--- src/design/cosh_taylor_series_unit_defines.svh ---
// assertion macros shared by the cosh series unit
// no dependencies; taken in by the control and top-level files
`ifndef COSH_TAYLOR_SERIES_UNIT_DEFINES_SVH
`define COSH_TAYLOR_SERIES_UNIT_DEFINES_SVH

// property that must hold at every clock edge, muted while in reset
`define CTS_CHECK(lbl, clk, rst_n, prop, msg) \
	lbl: assert property (@(posedge clk) disable iff (!rst_n) (prop)) else $error(msg);

// condition on one edge implies a consequence on the next edge
`define CTS_CHECK_NEXT(lbl, clk, rst_n, ante, cons, msg) \
	lbl: assert property (@(posedge clk) disable iff (!rst_n) (ante) |=> (cons)) else $error(msg);

`endif

--- src/design/cts_pkg.sv ---
// shared widths, types and helper functions of the cosh series unit
// no dependencies; used by every other file of the block but the assertion header
`timescale 1ns / 1ps

package cts_pkg;

	// field widths
	localparam int XW    = 22;   // signed Q5.16 argument
	localparam int MAGW  = 21;   // clamped magnitude
	localparam int XSQW  = 41;   // square of the magnitude, Q32
	localparam int SUMW  = 60;   // unsigned Q28.32 result
	localparam int KW    = 5;    // term index and term limit

	// cell chain geometry: each cell holds one digit of the working product
	localparam int DW          = 8;
	localparam int NCELL       = 13;            // 104-bit product
	localparam int TCELLS      = 8;             // 64-bit term
	localparam int SHIFT_CELLS = 32 / DW;       // digits dropped by the 2^32 scaling
	localparam int MACW        = DW + XSQW;     // digit times square
	localparam int CYW         = MACW + 1 - DW; // carry handed to the next cell
	localparam int RW          = 12;            // divisor and remainder
	localparam int TERMW       = TCELLS * DW;
	localparam int CNTW        = $clog2(NCELL);

	typedef logic [DW-1:0]    digit_t;
	typedef logic [CYW-1:0]   cy_t;
	typedef logic [RW-1:0]    rem_t;
	typedef logic [XSQW-1:0]  xsq_t;
	typedef logic [MAGW-1:0]  mag_t;
	typedef logic [SUMW-1:0]  sum_t;
	typedef logic [TERMW-1:0] term_t;
	typedef logic [KW-1:0]    k_t;
	typedef logic [CNTW-1:0]  cnt_t;

	localparam k_t   MAX_TERMS      = 5'd30;
	localparam k_t   TERM_LIMIT_RST = 5'd10;
	localparam mag_t X_LIMIT        = 21'd1310720;
	localparam sum_t ONE_Q32        = sum_t'(1) << 32;
	localparam cnt_t LAST_CNT       = cnt_t'(NCELL - 1);

	// operation of every cell in a cycle
	typedef enum logic [1:0] {
		CELL_HOLD,
		CELL_LOAD,
		CELL_MUL,
		CELL_DIV
	} cell_op_t;

	// sequencer states
	typedef enum logic [2:0] {
		ST_IDLE,
		ST_SETUP,
		ST_MUL,
		ST_DIV,
		ST_UPD,
		ST_FIN
	} st_t;

	// sequencer to datapath
	typedef struct packed {
		logic     ready;
		cell_op_t op;
		logic     setup;
		logic     upd;
		logic     load_res;
		k_t       k;
	} ctl_t;

	// datapath to sequencer
	typedef struct packed {
		logic term_zero;
		logic slot_free;
	} sts_t;

	// series divisor (2k-1)*2k
	function automatic rem_t d_of_k(input k_t k);
		logic [KW:0] a;
		logic [KW:0] b;
		rem_t        p;
		b = {k, 1'b0};
		a = b - 1'b1;
		p = {{(RW-KW-1){1'b0}}, a} * {{(RW-KW-1){1'b0}}, b};
		return p;
	endfunction

endpackage

--- src/design/cts_ctrl.sv ---
// sequencer of the cosh series unit: argument intake, term loop over the
// cell chain, hand-off to the output register; depends on cts_pkg and the
// assertion macro header
`timescale 1ns / 1ps
`include "cosh_taylor_series_unit_defines.svh"

module cts_ctrl (
	input  logic          clk,
	input  logic          arst_n,
	input  logic          arg_valid,
	input  cts_pkg::k_t   term_limit,
	input  cts_pkg::sts_t sts,
	output cts_pkg::ctl_t ctl
);

	cts_pkg::st_t  st_q;
	cts_pkg::st_t  st_d;
	cts_pkg::cnt_t cnt_q;
	cts_pkg::k_t   k_q;
	cts_pkg::k_t   lim_q;

	logic cnt_wrap;
	logic last_term;

	assign cnt_wrap  = (cnt_q == cts_pkg::LAST_CNT);
	assign last_term = (k_q == lim_q) || sts.term_zero;

	// next state
	always_comb begin
		st_d = st_q;
		unique case (st_q)
			cts_pkg::ST_IDLE:  if (arg_valid) st_d = cts_pkg::ST_SETUP;
			cts_pkg::ST_SETUP: st_d = (lim_q == '0) ? cts_pkg::ST_FIN : cts_pkg::ST_MUL;
			cts_pkg::ST_MUL:   if (cnt_wrap) st_d = cts_pkg::ST_DIV;
			cts_pkg::ST_DIV:   if (cnt_wrap) st_d = cts_pkg::ST_UPD;
			cts_pkg::ST_UPD:   st_d = last_term ? cts_pkg::ST_FIN : cts_pkg::ST_MUL;
			cts_pkg::ST_FIN:   if (sts.slot_free) st_d = cts_pkg::ST_IDLE;
			default:           st_d = cts_pkg::ST_IDLE;
		endcase
	end

	// state, phase counter, term index and captured limit
	always_ff @(posedge clk or negedge arst_n) begin
		if (!arst_n) begin
			st_q  <= cts_pkg::ST_IDLE;
			cnt_q <= '0;
			k_q   <= '0;
			lim_q <= '0;
		end else begin
			st_q <= st_d;
			if ((st_q == cts_pkg::ST_MUL || st_q == cts_pkg::ST_DIV) && !cnt_wrap) begin
				cnt_q <= cnt_q + 1'b1;
			end else begin
				cnt_q <= '0;
			end
			if (st_q == cts_pkg::ST_SETUP) begin
				k_q <= cts_pkg::k_t'(1);
			end else if (st_q == cts_pkg::ST_UPD && !last_term) begin
				k_q <= k_q + 1'b1;
			end
			if (st_q == cts_pkg::ST_IDLE && arg_valid) begin
				lim_q <= term_limit;
			end
		end
	end

	// outputs
	always_comb begin
		ctl          = '0;
		ctl.op       = cts_pkg::CELL_HOLD;
		ctl.k        = k_q;
		unique case (st_q)
			cts_pkg::ST_IDLE: ctl.ready = 1'b1;
			cts_pkg::ST_SETUP: begin
				ctl.op    = cts_pkg::CELL_LOAD;
				ctl.setup = 1'b1;
			end
			cts_pkg::ST_MUL: ctl.op = cts_pkg::CELL_MUL;
			cts_pkg::ST_DIV: ctl.op = cts_pkg::CELL_DIV;
			cts_pkg::ST_UPD: begin
				ctl.op  = cts_pkg::CELL_LOAD;
				ctl.upd = 1'b1;
			end
			cts_pkg::ST_FIN: ctl.load_res = sts.slot_free;
			default: begin
			end
		endcase
	end

	// term index stays within the captured limit while terms are formed
	`CTS_CHECK(a_k_in_range, clk, arst_n, (st_q == cts_pkg::ST_MUL) |-> (k_q != '0 && k_q <= lim_q), "term index outside limit")
	// a full multiply sweep hands over to a fresh divide sweep
	`CTS_CHECK_NEXT(a_mul_then_div, clk, arst_n, st_q == cts_pkg::ST_MUL && cnt_wrap, st_q == cts_pkg::ST_DIV && cnt_q == '0, "multiply sweep not followed by divide")
	// a finished sum waits while the output register is occupied
	`CTS_CHECK_NEXT(a_fin_waits, clk, arst_n, st_q == cts_pkg::ST_FIN && !sts.slot_free, st_q == cts_pkg::ST_FIN, "result left before output slot freed")

endmodule

--- config.mk ---
export PLATFORM = sky130hd
export DESIGN_NAME = cts_ctrl
export DESIGN_NICKNAME = d
export VERILOG_FILES = /design/src/design/cts_pkg.sv /design/src/design/cts_ctrl.sv
export VERILOG_INCLUDE_DIRS = /design/src /design/src/design
export SDC_FILE = /design/constraint.sdc
export NUM_CORES = 1
export LEC_CHECK = 0
export ABC_AREA = 1
export BUFFER_PORTS_ARGS = -buffer_cell sky130_fd_sc_hd__buf_2
export CELL_PAD_IN_SITES_DETAIL_PLACEMENT = 2
export CELL_PAD_IN_SITES_GLOBAL_PLACEMENT = 2
export CORE_MARGIN = 3
export CORE_UTILIZATION = 34
export CTS_BUF_LIST = sky130_fd_sc_hd__clkbuf_2
export CTS_CLUSTER_SIZE = 40
export DETAILED_ROUTE_END_ITERATION = 12
export GPL_TIMING_DRIVEN = 0
export HOLD_SLACK_MARGIN = 0.08
export MAX_ROUTING_LAYER = met4
export PLACE_DENSITY = 0.82
export SKIP_LAST_GASP = 1
export SLEW_MARGIN = 5
export SYNTH_ARGS = -nofsm -noshare
export SYNTH_HDL_FRONTEND = slang
export SYNTH_SLANG_ARGS = --single-unit
--- constraint.sdc ---
create_clock -name clk -period 2.3 [get_ports clk]
set_clock_uncertainty 0.1 [all_clocks]
set_input_delay 0.69 -clock clk [delete_from_list [all_inputs] [get_ports clk]]
set_output_delay 0.69 -clock clk [all_outputs]
set_load 0.01 [all_outputs]
* Word level (Yosys, flattened, before mapping)
Cells that the tools add are included.
** Word-level totals
- ROM bits :: 0
- Output and inout bits :: 11
- Memories kept :: 0
- Flip-flop bits (word level) :: 17
- Logic and storage cells :: 44
- Bits in latches :: 0
- Memory bits (writable) :: 0
** Operators by class
- $lt $le $gt $ge :: 0
- Divide/modulo/power cells :: 0
- $mul :: 0
- Equality and inequality tests :: 11
- Muxes and demuxes :: 15
- Shift operators :: 0
- Add/subtract/negate cells :: 2
- Bitwise logic cells :: 0
- Reduce and logical (&&, ||, !) cells :: 12
** Operators with widths (count)
- $mux W3 :: 6
- $pmux W3 S6 :: 1
- $mux W5 :: 2
- $ne A2 B2 Y1 const B :: 4
- $eq A3 B2 Y1 const B :: 2
- $eq A3 B3 Y1 const B :: 2
- $pmux W2 S3 :: 1
- $add A5 B1 Y5 const B :: 1
- $eq A5 B5 Y1 :: 1
- $logic_not A5 Y1 :: 1
- $add A4 B1 Y4 const B :: 1
- $eq A4 B4 Y1 const B :: 1
- $mux W1 :: 4
- $mux W4 :: 1
- $reduce_and A4 Y1 :: 1
- $eq A3 B1 Y1 const B :: 1
- $logic_and A1 B1 Y1 :: 3
- $logic_not A3 Y1 :: 1
- $logic_not A1 Y1 :: 2
- $logic_or A1 B1 Y1 :: 2
- $reduce_bool A2 Y1 :: 1
- $reduce_or A2 Y1 :: 1

* Depth between registers and ports, before layout
- Depth after elaboration :: 6
- Depth in mapped cells :: 10

* Worst setup path after synthesis
OpenSTA, ideal clock, no wires.
- Path kind :: in2out
- From :: in sts[0] (netlist bit)
- To :: out ctl[5] (netlist bit)
- Data required time :: 1.510 ns
- Arrival :: 1.074 ns
- Setup slack :: 0.436 ns
- Stages :: 2
- Path through :: inv_1 > nor4_1
** RTL lines
- start, declared :: RTL line cts_ctrl.sv:12 : input cts_pkg::sts_t sts,
- end, declared :: RTL line cts_ctrl.sv:13 : output cts_pkg::ctl_t ctl

==> qor.csv <==
metric;value;unit
synth.distinct_cells;20;
synth_top_cell_by_area;dfrtp_1;
drtPass1Iterations;4;
setup-violations-final;0;
ant_nets;0;
track_usage;18.6;%
yosysWarnings;0;
cts_resized;0;
die_x;61;µm
routed_wire_length_per_instance;15.6;µm
syn_to_final_growth;15.7;%
maxCapViolations;0;
worstMarginPinSlew;0.423;ns
vias;917;
synthCells;129;
cp.required;1.51;ns
post-route-drc-count;0;
worst_slack;0.113;ns
crit_slowest_cell;dfrtp_2;
cts_buffers;3;
critPathBufInv;3;
layout.cells.non_filler;184;
layout_common_cells;nand2_1, buf_2, inv_1, nor2_1, dfrtp_1;
grt_overflow;0;
hold_buffers;0;
status;completed;
pre_cts_ws;0.319;ns
insertion_delay;0.32;ns
rsz0062_at_grt;no;
die-height;61;µm
cts_tree;built;
synth_top_area_share;41.4;%
final_common_cell;nand2_1;
clock_sinks;17;
grt_max_degree;18;
fmax;0.457;GHz
end_kind;output pin;
core-area;2830;µm²
rows;19;
whs;0.169;ns
dp_hpwl;2250;µm
critical_path.max_stage_delay;0.50;ns
gp_congestion;0.771;
clk_transition_reported_paths;0.19;ns
cts_root_buffer;clkbuf_2;
boundaryPins;21;
hold_class;in2async;
initialDrtViolationCount;17;
power_density;1130;nW/µm²
place_inst;180;
syn_area;1030;µm²
p_leak;0.678;nW
ys_seq_area_share;41.4;%
syn_nets;142;
antenna_found_initial;0;
ys_seq_elements;17;
relSlewSlack;71.8;%
grt_pass1_vias;985;
finalHoldViolCount;0;
diodes;0;
layout_worst_path_cycle_share;95.1;%
port_buffers;20;
path_delay_family;flip-flops;
synth_area_per_cell;7.97;µm²
cp_max_fo;9;
path_class;reg2out;
start_util;36.4;%
finalCriticalPeriod;2.19;ns
die_area;3720;µm²
worstPathArrival;1.40;ns
cts_max_level;1;
finalNetCount;167;
peakVddDrop;0.402;mV
power;1.35;mW
cts_buffer_depth;2;
synth_area_leaders;dfrtp_1, nand2_1, inv_1, nor2_1, nand3_1;
cp_cell_sequence;inv_2 -> nand3_4 -> inv_1 -> buf_2;
slew_violations;0;
fin_setup_tns;0;ns
drive_gt1_share;27.5;%
drt-total-wl;2870;µm
viasPerCell;4.98;
grt_pass1_wl;4840;µm
cts_setup_buffers;0;
start_kind;flip-flop;
## registers in the layout (all words and copies together), names as in the netlist
signal / flops
cnt_q: 4
lim_q: 5
k_q: 5
st_q: 3
## metrics by stage
step	utilization, %	area [µm²]
after floorplan	-	1030
after global placement	41.3	1170
after detailed placement	41.3	1170
after CTS	42.0	1190
after global routing	42.1	1190
final	42.1	1190
## cells by family (layout without fill, tap and decap cells)
group / count (synthesis) / in the layout / share of synthesized area (%)
fa+ha+maj: 3 / 3 / 3.65
simple gates: 74 / 74 / 36.4
buf+inv: 21 / 45 / 7.66
flops: 17 / 17 / 41.4
compound gates: 6 / 6 / 2.92
xor+xnor: 6 / 6 / 5.11
mux: 2 / 2 / 2.92
## where the power goes
part | internal (mW) | leakage [nW] | switching (mW) | total [mW]
registers | 0.398 | 0.209 | 0.119 | 0.517
logic | 0.254 | 0.452 | 0.425 | 0.679
clock network | 0.0461 | 0.0166 | 0.105 | 0.151
total | 0.698 | 0.678 | 0.649 | 1.35
## final timing paths
path | start | end | slack [ns] | cells after the start
setup / recovery | st_q[2]$_DFFE_PN0P_ | ctl[7] | 0.11 | 4
hold reg to reg | cnt_q[0]$_DFF_PN0_ | cnt_q[0]$_DFF_PN0_ | 0.40 | 1
max in group asynchronous | arst_n | st_q[2]$_DFFE_PN0P_ | 1.62 | 1
hold / removal | arst_n | st_q[0]$_DFFE_PN0P_ | 0.17 | 1
setup reg to reg | k_q[0]$_DFFE_PN0P_ | k_q[4]$_DFFE_PN0P_ | 0.77 | 9
min in group clk | cnt_q[0]$_DFF_PN0_ | cnt_q[0]$_DFF_PN0_ | 0.40 | 1
## cell type report
cell class	count	area, µm²
fill	359	1640
timing repair buffer	20	100
multi-input combinational	91	524
sequential	17	428
tap	31	38.8
inverter	21	78.8
clock buffer	4	20.0
## per-layer routing
metal  GRT usage (%)  part of all wire, %  vias to the layer above  wire length [µm]
met5               -                    0                        -                 0
met4            6.50                  1.5                        0                42
met3            2.55                  2.4                        5                69
met2            29.2                   50                       14              1440
met1            24.4                   46                      445              1320
li1                -                    -                      453                 -
## synthesized netlist by cell type
library cell and instances:
xnor2_1 2, mux2_4 2, xor2_1 4, inv_2 4, nor2_2 1, nand3_1 12, nor2_1 17, dfrtp_1 17
nand2_2 2, ha_1 3, o21ai_1 1, nor4_1 1, nand3_4 2, nand2_1 31, nor2_4 2, nand4_1 3
nand2_4 2, nand3_2 1, a21oi_1 5, inv_1 17
No activity file was read; power rests on OpenSTA's default activity.
